--- src/sv/ddc_pkg.sv ---
// ---------------------------------------------------------------------------
// ddc_pkg
// Shared types, constants and table functions of the date / day count
// converter.
// ---------------------------------------------------------------------------
package ddc_pkg;

    localparam int COUNT_BITS = 20;
    localparam int YEAR_BITS  = 12;
    localparam int DAY_BITS   = 5;
    localparam int MONTH_BITS = 4;
    localparam int OFS_BITS   = 20;
    localparam int YS_BITS    = 21;
    localparam int ACC_BITS   = 22;

    localparam logic [YEAR_BITS-1:0] EPOCH_RESET  = 12'd1970;
    localparam logic [10:0]          DAYS_CYCLE   = 11'd1461;
    localparam logic [8:0]           DAYS_COMMON  = 9'd365;
    localparam logic [8:0]           DAYS_LEAP    = 9'd366;
    localparam logic [ACC_BITS-1:0]  CYCLE_RECIP  = 22'd2939744;
    localparam int                   RECIP_SHIFT  = 32;
    localparam logic [12:0]          YEAR_LIMIT   = 13'd4095;

    typedef enum logic [1:0] {
        CMD_TO_COUNT   = 2'd0,
        CMD_TO_DATE    = 2'd1,
        CMD_ADD_OFFSET = 2'd2,
        CMD_UNUSED     = 2'd3
    } cmd_t;

    typedef struct packed {
        cmd_t                        cmd;
        logic [DAY_BITS-1:0]         day;
        logic [MONTH_BITS-1:0]       month;
        logic [YEAR_BITS-1:0]        year;
        logic [COUNT_BITS-1:0]       day_count_in;
        logic signed [OFS_BITS-1:0]  day_offset;
    } in_item_t;

    typedef struct packed {
        logic [COUNT_BITS-1:0]       day_count_out;
        logic [DAY_BITS-1:0]         out_day;
        logic [MONTH_BITS-1:0]       out_month;
        logic [YEAR_BITS-1:0]        out_year;
        logic                        range_error;
    } out_item_t;

    localparam logic [8:0] CUM_COMMON [12] =
        '{9'd0, 9'd31, 9'd59, 9'd90, 9'd120, 9'd151,
          9'd181, 9'd212, 9'd243, 9'd273, 9'd304, 9'd334};
    localparam logic [8:0] CUM_LEAP [12] =
        '{9'd0, 9'd31, 9'd60, 9'd91, 9'd121, 9'd152,
          9'd182, 9'd213, 9'd244, 9'd274, 9'd305, 9'd335};

    // Days before the first of the month, month index 0 is January.
    function automatic logic [8:0] cum_days(input logic leap, input logic [3:0] idx);
        return leap ? CUM_LEAP[idx] : CUM_COMMON[idx];
    endfunction

    // Days from January 1st of year 0 to January 1st of year y.
    function automatic logic [YS_BITS-1:0] year_start(input logic [YEAR_BITS-1:0] y);
        return YS_BITS'(y) * YS_BITS'(DAYS_COMMON)
             + YS_BITS'((13'(y) + 13'd3) >> 2);
    endfunction

endpackage

--- src/sv/ddc_month.sv ---
// ---------------------------------------------------------------------------
// ddc_month
// Finds the month and day of month of a day of year by comparing it against
// the cumulative month table of a common or a leap year.
// ---------------------------------------------------------------------------
module ddc_month
    import ddc_pkg::*;
(
    input  logic                  leap,
    input  logic [8:0]            doy,
    output logic [MONTH_BITS-1:0] month,
    output logic [DAY_BITS-1:0]   day
);

    logic [3:0] m;
    logic [8:0] base;
    logic [8:0] dom;

    always_comb
    begin
        m    = 4'd12;
        base = cum_days(leap, 4'd11);
        for (int i = 11; i >= 1; i--)
        begin
            if (cum_days(leap, 4'(i)) > doy)
            begin
                m    = 4'(i);
                base = cum_days(leap, 4'(i - 1));
            end
        end
        dom = doy - base + 9'd1;
    end

    assign month = m;
    assign day   = dom[DAY_BITS-1:0];

endmodule

--- src/sv/date_day_count_converter.sv ---
// ---------------------------------------------------------------------------
// date_day_count_converter
// Pipelined converter between calendar dates and day counts from an epoch.
// ---------------------------------------------------------------------------
// Usage:
// Input items arrive on in_valid / in_stall / in_data and results leave on
// out_valid / out_stall / out_data. An item moves at a clock edge where valid
// is high and stall is low. Every input item gives exactly one result item.
// The epoch year is written through cfg_we / cfg_data while no item is in
// flight; the new value applies to items accepted from the next cycle on.
// An accepted item passes through six register stages, the first of which
// loads at the accepting edge: date count, epoch offset, reciprocal
// multiply, cycle remainder, year split and month lookup.
// Throughput is one item per cycle while the receiver does not stall.
// When the receiver stalls, the output register holds its item and the
// stages behind it keep filling empty slots; in_stall rises only when every
// stage holds an item. Reset clears all valid bits and sets the epoch year
// to 1970.
// ---------------------------------------------------------------------------
module date_day_count_converter
    import ddc_pkg::*;
(
    input  logic                 clk,
    input  logic                 rst_n,
    input  logic                 in_valid,
    output logic                 in_stall,
    input  in_item_t             in_data,
    output logic                 out_valid,
    input  logic                 out_stall,
    output out_item_t            out_data,
    input  logic                 cfg_we,
    input  logic [YEAR_BITS-1:0] cfg_data
);

    logic [YEAR_BITS-1:0] epoch_reg;
    logic [YS_BITS-1:0]   ys_e_reg;

    logic v1_reg, v2_reg, v3_reg, v4_reg, v5_reg, v6_reg;
    logic en1, en2, en3, en4, en5, en6;

    // Stage 1: day count of the input date from year 0.
    cmd_t                       s1_cmd_reg;
    logic signed [ACC_BITS-1:0] s1_date_reg;
    logic [COUNT_BITS-1:0]      s1_cin_reg;
    logic signed [OFS_BITS-1:0] s1_off_reg;
    logic signed [ACC_BITS-1:0] s1_date_next;
    logic [3:0]                 s1_mi;
    logic                       s1_leap;

    // Stage 2: count against the epoch and absolute day number.
    logic [ACC_BITS-1:0]        s2_a_reg;
    logic [COUNT_BITS-1:0]      s2_n_reg;
    logic                       s2_err_reg;
    logic signed [23:0]         s2_a_date;
    logic signed [23:0]         s2_c;
    logic [ACC_BITS-1:0]        s2_a_next;
    logic [COUNT_BITS-1:0]      s2_n_next;
    logic                       s2_err_next;

    // Stage 3: estimated four-year cycle number.
    logic [ACC_BITS-1:0]        s3_a_reg;
    logic [COUNT_BITS-1:0]      s3_n_reg;
    logic                       s3_err_reg;
    logic [11:0]                s3_q_reg;
    logic [2*ACC_BITS-1:0]      s3_prod;

    // Stage 4: remainder within the cycle, off by at most one cycle.
    logic [11:0]                s4_q_reg;
    logic [11:0]                s4_r_reg;
    logic [COUNT_BITS-1:0]      s4_n_reg;
    logic                       s4_err_reg;
    logic [ACC_BITS-1:0]        s4_r_full;

    // Stage 5: year and day of year.
    logic [YEAR_BITS-1:0]       s5_y_reg;
    logic [8:0]                 s5_doy_reg;
    logic                       s5_leap_reg;
    logic [COUNT_BITS-1:0]      s5_n_reg;
    logic                       s5_err_reg;
    logic [11:0]                s5_q;
    logic [10:0]                s5_r;
    logic [10:0]                s5_t;
    logic [1:0]                 s5_yo;
    logic [8:0]                 s5_doy;
    logic [12:0]                s5_y;

    // Stage 6: output register.
    out_item_t                  out_data_reg;
    out_item_t                  out_data_next;
    logic [MONTH_BITS-1:0]      s6_month;
    logic [DAY_BITS-1:0]        s6_day;

    assign en6      = !v6_reg || !out_stall;
    assign en5      = !v5_reg || en6;
    assign en4      = !v4_reg || en5;
    assign en3      = !v3_reg || en4;
    assign en2      = !v2_reg || en3;
    assign en1      = !v1_reg || en2;
    assign in_stall = !en1;

    always_ff @(posedge clk or negedge rst_n)
    begin
        if (!rst_n)
        begin
            epoch_reg <= EPOCH_RESET;
            ys_e_reg  <= year_start(EPOCH_RESET);
            v1_reg    <= 1'b0;
            v2_reg    <= 1'b0;
            v3_reg    <= 1'b0;
            v4_reg    <= 1'b0;
            v5_reg    <= 1'b0;
            v6_reg    <= 1'b0;
        end
        else
        begin
            if (cfg_we)
            begin
                epoch_reg <= cfg_data;
            end
            ys_e_reg <= year_start(epoch_reg);
            if (en1)
            begin
                v1_reg <= in_valid;
            end
            if (en2)
            begin
                v2_reg <= v1_reg;
            end
            if (en3)
            begin
                v3_reg <= v2_reg;
            end
            if (en4)
            begin
                v4_reg <= v3_reg;
            end
            if (en5)
            begin
                v5_reg <= v4_reg;
            end
            if (en6)
            begin
                v6_reg <= v5_reg;
            end
        end
    end

    always_comb
    begin
        if (in_data.month == 4'd0)
        begin
            s1_mi = 4'd0;
        end
        else if (in_data.month > 4'd12)
        begin
            s1_mi = 4'd11;
        end
        else
        begin
            s1_mi = in_data.month - 4'd1;
        end
        s1_leap      = (in_data.year[1:0] == 2'b00);
        s1_date_next = $signed(ACC_BITS'(year_start(in_data.year)))
                     + $signed(ACC_BITS'(cum_days(s1_leap, s1_mi)))
                     + $signed(ACC_BITS'(in_data.day))
                     - $signed(ACC_BITS'(1));
    end

    always_comb
    begin
        s2_a_date = 24'(s1_date_reg);
        if (s1_cmd_reg == CMD_ADD_OFFSET)
        begin
            s2_a_date = 24'(s1_date_reg) + 24'(s1_off_reg);
        end
        s2_c = s2_a_date - $signed(24'(ys_e_reg));
        case (s1_cmd_reg)
            CMD_TO_DATE:
            begin
                s2_n_next   = s1_cin_reg;
                s2_a_next   = ACC_BITS'(s1_cin_reg) + ACC_BITS'(ys_e_reg);
                s2_err_next = 1'b0;
            end
            CMD_TO_COUNT, CMD_ADD_OFFSET:
            begin
                s2_n_next   = s2_c[COUNT_BITS-1:0];
                s2_a_next   = s2_a_date[ACC_BITS-1:0];
                s2_err_next = s2_c[23] || (|s2_c[22:COUNT_BITS]);
            end
            default:
            begin
                s2_n_next   = '0;
                s2_a_next   = '0;
                s2_err_next = 1'b1;
            end
        endcase
    end

    assign s3_prod   = (2*ACC_BITS)'(s2_a_reg) * (2*ACC_BITS)'(CYCLE_RECIP);
    assign s4_r_full = s3_a_reg - ACC_BITS'(s3_q_reg) * ACC_BITS'(DAYS_CYCLE);

    always_comb
    begin
        if (s4_r_reg >= 12'(DAYS_CYCLE))
        begin
            s5_r = 11'(s4_r_reg - 12'(DAYS_CYCLE));
            s5_q = s4_q_reg + 12'd1;
        end
        else
        begin
            s5_r = s4_r_reg[10:0];
            s5_q = s4_q_reg;
        end
        s5_t = s5_r - 11'(DAYS_LEAP);
        if (s5_r < 11'(DAYS_LEAP))
        begin
            s5_yo  = 2'd0;
            s5_doy = s5_r[8:0];
        end
        else if (s5_t >= 11'(2 * DAYS_COMMON))
        begin
            s5_yo  = 2'd3;
            s5_doy = 9'(s5_t - 11'(2 * DAYS_COMMON));
        end
        else if (s5_t >= 11'(DAYS_COMMON))
        begin
            s5_yo  = 2'd2;
            s5_doy = 9'(s5_t - 11'(DAYS_COMMON));
        end
        else
        begin
            s5_yo  = 2'd1;
            s5_doy = s5_t[8:0];
        end
        s5_y = {s5_q[10:0], 2'b00} + 13'(s5_yo);
    end

    ddc_month u_month
    (
        .leap  (s5_leap_reg),
        .doy   (s5_doy_reg),
        .month (s6_month),
        .day   (s6_day)
    );

    always_comb
    begin
        out_data_next = '0;
        out_data_next.range_error = s5_err_reg;
        if (!s5_err_reg)
        begin
            out_data_next.day_count_out = s5_n_reg;
            out_data_next.out_day       = s6_day;
            out_data_next.out_month     = s6_month;
            out_data_next.out_year      = s5_y_reg;
        end
    end

    always_ff @(posedge clk)
    begin
        if (en1)
        begin
            s1_cmd_reg  <= in_data.cmd;
            s1_date_reg <= s1_date_next;
            s1_cin_reg  <= in_data.day_count_in;
            s1_off_reg  <= in_data.day_offset;
        end
        if (en2)
        begin
            s2_a_reg   <= s2_a_next;
            s2_n_reg   <= s2_n_next;
            s2_err_reg <= s2_err_next;
        end
        if (en3)
        begin
            s3_a_reg   <= s2_a_reg;
            s3_n_reg   <= s2_n_reg;
            s3_err_reg <= s2_err_reg;
            s3_q_reg   <= s3_prod[RECIP_SHIFT+11:RECIP_SHIFT];
        end
        if (en4)
        begin
            s4_q_reg   <= s3_q_reg;
            s4_r_reg   <= s4_r_full[11:0];
            s4_n_reg   <= s3_n_reg;
            s4_err_reg <= s3_err_reg;
        end
        if (en5)
        begin
            s5_y_reg    <= s5_y[YEAR_BITS-1:0];
            s5_doy_reg  <= s5_doy;
            s5_leap_reg <= (s5_yo == 2'd0);
            s5_n_reg    <= s4_n_reg;
            s5_err_reg  <= s4_err_reg || (s5_y > YEAR_LIMIT);
        end
        if (en6)
        begin
            out_data_reg <= out_data_next;
        end
    end

    assign out_valid = v6_reg;
    assign out_data  = out_data_reg;

endmodule

--- config.mk ---
export PLATFORM = sky130hd
export DESIGN_NAME = date_day_count_converter
export DESIGN_NICKNAME = d
export VERILOG_FILES = /design/src/sv/ddc_pkg.sv /design/src/sv/ddc_month.sv /design/src/sv/date_day_count_converter.sv
export SDC_FILE = /design/constraint.sdc
export NUM_CORES = 2
export LEC_CHECK = 0
export BUFFER_PORTS_ARGS = -buffer_cell sky130_fd_sc_hd__buf_2
export CAP_MARGIN = 40
export CELL_PAD_IN_SITES_DETAIL_PLACEMENT = 0
export CELL_PAD_IN_SITES_GLOBAL_PLACEMENT = 1
export CORE_MARGIN = 1
export CORE_UTILIZATION = 52
export DETAILED_ROUTE_END_ITERATION = 8
export PLACE_DENSITY = 0.84
export SETUP_SLACK_MARGIN = 0.05
export SLEW_MARGIN = 20
export SYNTH_ARGS = -nofsm -noshare
export SYNTH_HDL_FRONTEND = slang
export SYNTH_HIERARCHICAL = 1
export SYNTH_SLANG_ARGS = --single-unit
--- constraint.sdc ---
create_clock -name clk -period 7.48 [get_ports clk]
set_clock_uncertainty 0.2 [all_clocks]
set_input_delay 1.122 -clock clk [delete_from_list [all_inputs] [get_ports clk]]
set_output_delay 1.122 -clock clk [all_outputs]
set_load 0.02 [all_outputs]
* After elaboration in Yosys (flattened, before gate mapping)
Memories as Yosys holds them, arrays and structs flattened.
Index checks and enable logic that the tools add are counted.
** Storage, ports and cells
- Flip-flop bits (word level) :: 320
- ROM bits :: 288
- Input bits :: 80
- Output and inout port bits :: 44
- Logic and storage cells :: 159
- Memories kept :: 2
** Operators by class
- Add/sub/neg operators :: 20
- Multiply operators :: 4
- Order comparisons :: 18
- Equal/unequal tests :: 2
- Multiplexer cells :: 51
- Bitwise logic cells :: 1
- Reduce and logical (&&, ||, !) cells :: 25
** Memory list
- (no name shown) :: depth 16, width 9, rd ports 1, clocked after Yosys merged registers in 0, write ports 0, line ddc_pkg.sv:57 : return leap ? CUM_LEAP[idx] : CUM_COMMON[idx];
- (no name shown) :: depth 16, width 9, rd ports 1, clocked after Yosys merged registers in 0, write ports 0, line ddc_pkg.sv:57
** Operators with widths (number)
- 2-to-1 mux 9 bit :: 8
- 2-to-1 mux 5 bit :: 11
- one-hot mux 22 bit (2 select lines) :: 1
- adder 21 x 11 -> 21 bit :: 2
- multiplier 12 x 9 -> 21 bit (second input constant) :: 2
- one-hot mux 20 bit (2 select lines) :: 1
- multiplier 22 x 17 -> 39 bit (second input constant) :: 1
- greater-than comparator 8 x 9 -> 1 bit :: 4
- greater-than comparator 9 bit :: 3
- adder 12 x 2 -> 13 bit (second input constant) :: 2
- 2-to-1 mux 24 bit :: 1
- 2-to-1 mux 4 bit :: 6
- subtractor 24 x 22 -> 24 bit :: 1
- adder 22 x 20 -> 23 bit :: 1
- adder 20 x 21 -> 22 bit :: 1
- adder 21 x 9 -> 22 bit :: 1
- adder 22 x 6 -> 22 bit :: 1
- 2-to-1 mux 11 bit :: 2
- subtractor 22 x 2 -> 22 bit (second input constant) :: 1
- 2-to-1 mux 3 bit :: 7
- greater-than comparator 7 x 9 -> 1 bit :: 2
- 2-to-1 mux 2 bit :: 7
- adder 13 x 2 -> 13 bit :: 1
- greater-than comparator 13 x 12 -> 1 bit (second input constant) :: 1
- 31 further kinds :: 53

* Logic depth before layout (Yosys ltp)
- Depth after elaboration :: 15
- Mapped depth :: 29

* By module
The synthesis kept the hierarchy.
** Modules (own cells, without submodules)
- date_day_count_converter :: instances 1, cells an instance 2853, area an instance 30603.1 sq um, seq. area each 9440.3 sq um
- ddc_month :: instances 1, cells an instance 129, area an instance 899.6 sq um, seq. area each 0.0 sq um

* Worst setup path before layout
No wires, ideal clock.
- Path kind :: input port to flip-flop
- From :: input port in_data[45] (netlist name)
- To :: register s1_date_reg[21] (data pin)
- Library setup time :: 265 ps
- Arrival :: 7014 ps
- Data required time :: 7015 ps
- Setup slack :: 0 ps
- Stages :: 27
- Cells stage by stage :: ha_1 fa_1 inv_1 fa_1 inv_1 fa_1 inv_1 fa_1 inv_1 ha_1 or2_2 a21oi_1 a31oi_1 a21o_1 a21oi_1 xnor2_1 inv_1 ha_1 ha_1 o21ai_0 a21oi_1 or4_1 a31oi_1 o21a_1 o21a_1 o21ai_0 xor2_1
** Between the ends
- Word-level cells in the longest chain between the ends :: 5
** Ends and longest elaborated chain
- start: declaration :: line date_day_count_converter.sv:27 : input in_item_t in_data,
- multiplier 12 x 9 -> 21 bit / adder 12 x 2 -> 13 bit (equally long branches) :: line ddc_pkg.sv:62, ddc_pkg.sv:63
- adder 21 x 11 -> 21 bit (*) :: line ddc_pkg.sv:63 : + YS_BITS'((13'(y) + 13'd3) >> 2);
- adder 21 x 9 -> 22 bit (*) :: line date_day_count_converter.sv:164 : + $signed(ACC_BITS'(cum_days(s1_leap, s1_mi)))
- adder 22 x 6 -> 22 bit (*) :: line date_day_count_converter.sv:165 : + $signed(ACC_BITS'(in_data.day))
- subtractor 22 x 2 -> 22 bit (*) :: line date_day_count_converter.sv:166 : - $signed(ACC_BITS'(1));
- named net s1_date_next[21] :: line date_day_count_converter.sv:46 : logic signed [ACC_BITS-1:0] s1_date_next;
- end signal: assignment :: line date_day_count_converter.sv:264 : s1_date_reg <= s1_date_next;
- end: declaration :: line date_day_count_converter.sv:43 : logic signed [ACC_BITS-1:0] s1_date_reg;
The timed path passes the listed nets; every way through them passes the cells marked *.
A chain may end at the register's enable or synchronous reset.

* Worst setup path after layout
Ends and elaborated chain as after synthesis.

==> impl_metrics.ini <==
[run_status]
outcome = completed

[synthesis]
synth-main-ff-cell = edfxtp_1
synthMuxAreaShare_pct = 0.564
synth_top_family_by_area = adder cells
synth.top_cells.by_count = inv_1 (527), ha_1 (462), fa_1 (282)
synthSimpleGateAreaFrac_pct = 9.47
async_flop_share_pct = 12.2
yosys.area.top_type = edfxtp_1
synth-compound-area-share_pct = 10.9
yosysTopAreaCellShare_pct = 26.8
synthAdderAreaFrac_pct = 36.3
synthTopCellsByArea = edfxtp_1 (27%), ha_1 (18%), fa_1 (18%), inv_1 (6.3%), xnor2_1 (4.1%)
ys_seq_area_share_pct = 30.0
yosysMostFrequentCell = inv_1
synth_cell_types = 101
synth_edf_count = 281
synth-seq-cells = 320
syn-num-nets = 3806
syn_inst = 2982
syn-cell-area_um2 = 31500
synth-xor-area-share_pct = 5.86
avgSynthCellArea_um2 = 10.6
yosys_warnings = 6

[floorplan]
die_area_um2 = 61600
initial_core_util_pct = 53.0
rows = 89
core-area_um2 = 59500
die_y_um = 248
ios = 124
die_w_um = 248

[clock_tree]
h-tree-depth = 2
cts_buffers = 38
clk_path_buf_depth = 3
cts_sinks = 320
cts.reportedPaths.clkPinSlew_ns = 0.06
ctsRootBufferMaster = clkbuf_16
clkLatencyLatePin_ns = 0.57
cts_tree = built

[critical_path]
cp_slowest_stage_delay_ns = 0.56
worstSetupPathType = input port to register
crit_path_max_fanout = 4
crit_path_start_kind = input port
crit_family = adder cells
critPathBufInv = 6
slowest_stage = fa_1
crit_path_frequent_cell = inv_1
worstRegToRegCells = 22
worstSetupPathDepth = 28
critPathRequiredTime_ns = 7.58
cp-end-kind = register
cp.arrival_ns = 7.25

[timing]
hold_ws_ns = 0.191
min_period_ns = 7.16
hold_violations = 0
max_slew_margin_pct = 44.6
fin_crit_sh_pct = 95.7
rsz0062_at_grt = false
finalSetupViolCount = 0
tightestPinTransition_ns = 0.823
drv_slew = 0
finalWorstSetupSlack_ns = 0.322
max_freq_ghz = 0.140

[min_path]
min_path_cells = 0
hp-class = register to register

[cells_and_area]
stdcell_count = 3971
fillers = 5071
largest_reg_flops = 42
finalNetCount = 3995
area_delta_synth_final_pct = 10.3
seq_area_um2 = 9440
antenna_cells = 0
multi_input_area_um2 = 19900
drive_gt1_share_pct = 10.9
stdcell_area_um2 = 34700

[grt]
antenna_found_initial = 2
overflow = 0
track_usage_pct = 23.2
grt_pass1_vias = 22200
grt_max_degree = 46
grt_pass1_wl_um = 112000

[place]
portBuffers = 123
dp_hpwl_um = 57700
place.gp.congestion = 0.954
post-place-ws_ns = -0.358
dp_cells = 3900
placed_area_um2 = 33500

[drt]
firstDrtPassIters = 5
drt-initial-drc-count = 1024
remaining_drc_errors = 0
wl_per_cell_um = 17.5
dr_total_vias = 21600
vias_per_cell = 5.44
drt-total-wl_um = 69300
ant_nets = 0

[flow_run]
maxCapViolations = 0
## placed cells by master, fill, tap and decap left out, types with 19 or more instances in the layout
| master | count |
|---|---|
| o21ai_0 | 122 |
| ha_1 | 461 |
| xor2_1 | 61 |
| o21a_1 | 20 |
| edfxtp_1 | 281 |
| buf_4 | 69 |
| fa_1 | 282 |
| nor2b_1 | 67 |
| o21bai_1 | 19 |
| inv_1 | 527 |
| nand2_1 | 156 |
| clkbuf_16 | 38 |
| nand2b_1 | 38 |
| buf_2 | 124 |
| a21oi_1 | 138 |
| nor2_1 | 117 |
| nand3_1 | 43 |
| xnor2_1 | 146 |
| a21o_1 | 45 |
| dfstp_2 | 21 |
| a31oi_1 | 19 |
| nor3_1 | 47 |
| and3_1 | 22 |
## worst paths after layout
kind	from	endpoint	slack (ns)
setup / recovery	in_data[45]	s1_date_reg[21]$_DFFE_PN_	0.32
hold / removal	s2_n_reg[6]$_DFFE_PP_	s3_n_reg[6]$_DFFE_PP_	0.19
setup reg to reg	s2_a_reg[6]$_DFFE_PP_	s3_q_reg[11]$_DFFE_PP_	0.66
hold reg to reg	s2_n_reg[6]$_DFFE_PP_	s3_n_reg[6]$_DFFE_PP_	0.19
max in group asynchronous	rst_n	epoch_reg[7]$_DFFE_PN1P_	6.25
min in group asynchronous	rst_n	v5_reg$_DFFE_PN0P_	0.26
## worst register-to-register path: stages (launching register included)
cell	delay, ns
edfxtp_1	0.67
ha_1	0.42
inv_1	0.05
fa_1	0.50
inv_1	0.06
fa_1	0.54
fa_1	0.52
fa_1	0.55
inv_1	0.07
fa_1	0.56
inv_1	0.05
ha_1	0.20
a21oi_1	0.13
nor2b_1	0.06
o21ai_0	0.24
nand2_1	0.16
a2111oi_0	0.41
inv_1	0.10
o21ai_0	0.32
and2_1	0.31
o21ai_0	0.17
a21oi_1	0.18
xnor2_1	0.10
## through the flow
| stage | util, % | TNS [ns] |
|---|---|---|
| global route | 58.4 | 0 |
| global placement | 56.1 | -0.365 |
| floorplan | - | 0 |
| CTS | 58.3 | 0 |
| detailed placement | 56.3 | -0.952 |
| finish | 58.4 | 0 |
## cell families after synthesis
family                     count (synthesis)
buffers and inverters                    579
and+or+nand+nor                          593
muxes                                     16
DFF                                      320
adders and majority gates                744
AOI/OAI and AO/OA                        521
xor gates and xnor gates                 209
## cell type report
class                      instances  share of cell area (%)
sequential                       320                    27.2
clock buffer                      45                    2.81
clock inverter                    22                   0.627
inverter                         529                    5.72
timing repair buffer             199                    3.53
multi-input combinational       2083                    57.3
tap                              773                    2.78
## routing by layer
layer	up-vias	track usage, %	wire, um
met2	487	39.6	33700
li1	10500	-	-
met5	-	0	13
met4	2	8.30	2550
met1	10400	29.7	29500
met3	136	3.85	3610
## timing repair
item,4_1_cts,5_1_grt
endpoints found under the setup margin,0,3
setup buffers,0,1
resized for setup,0,8
hold buffers,0,0
Power is not shown: default switching activity piles up to over one toggle a cycle in this logic, so the estimate is an artifact.
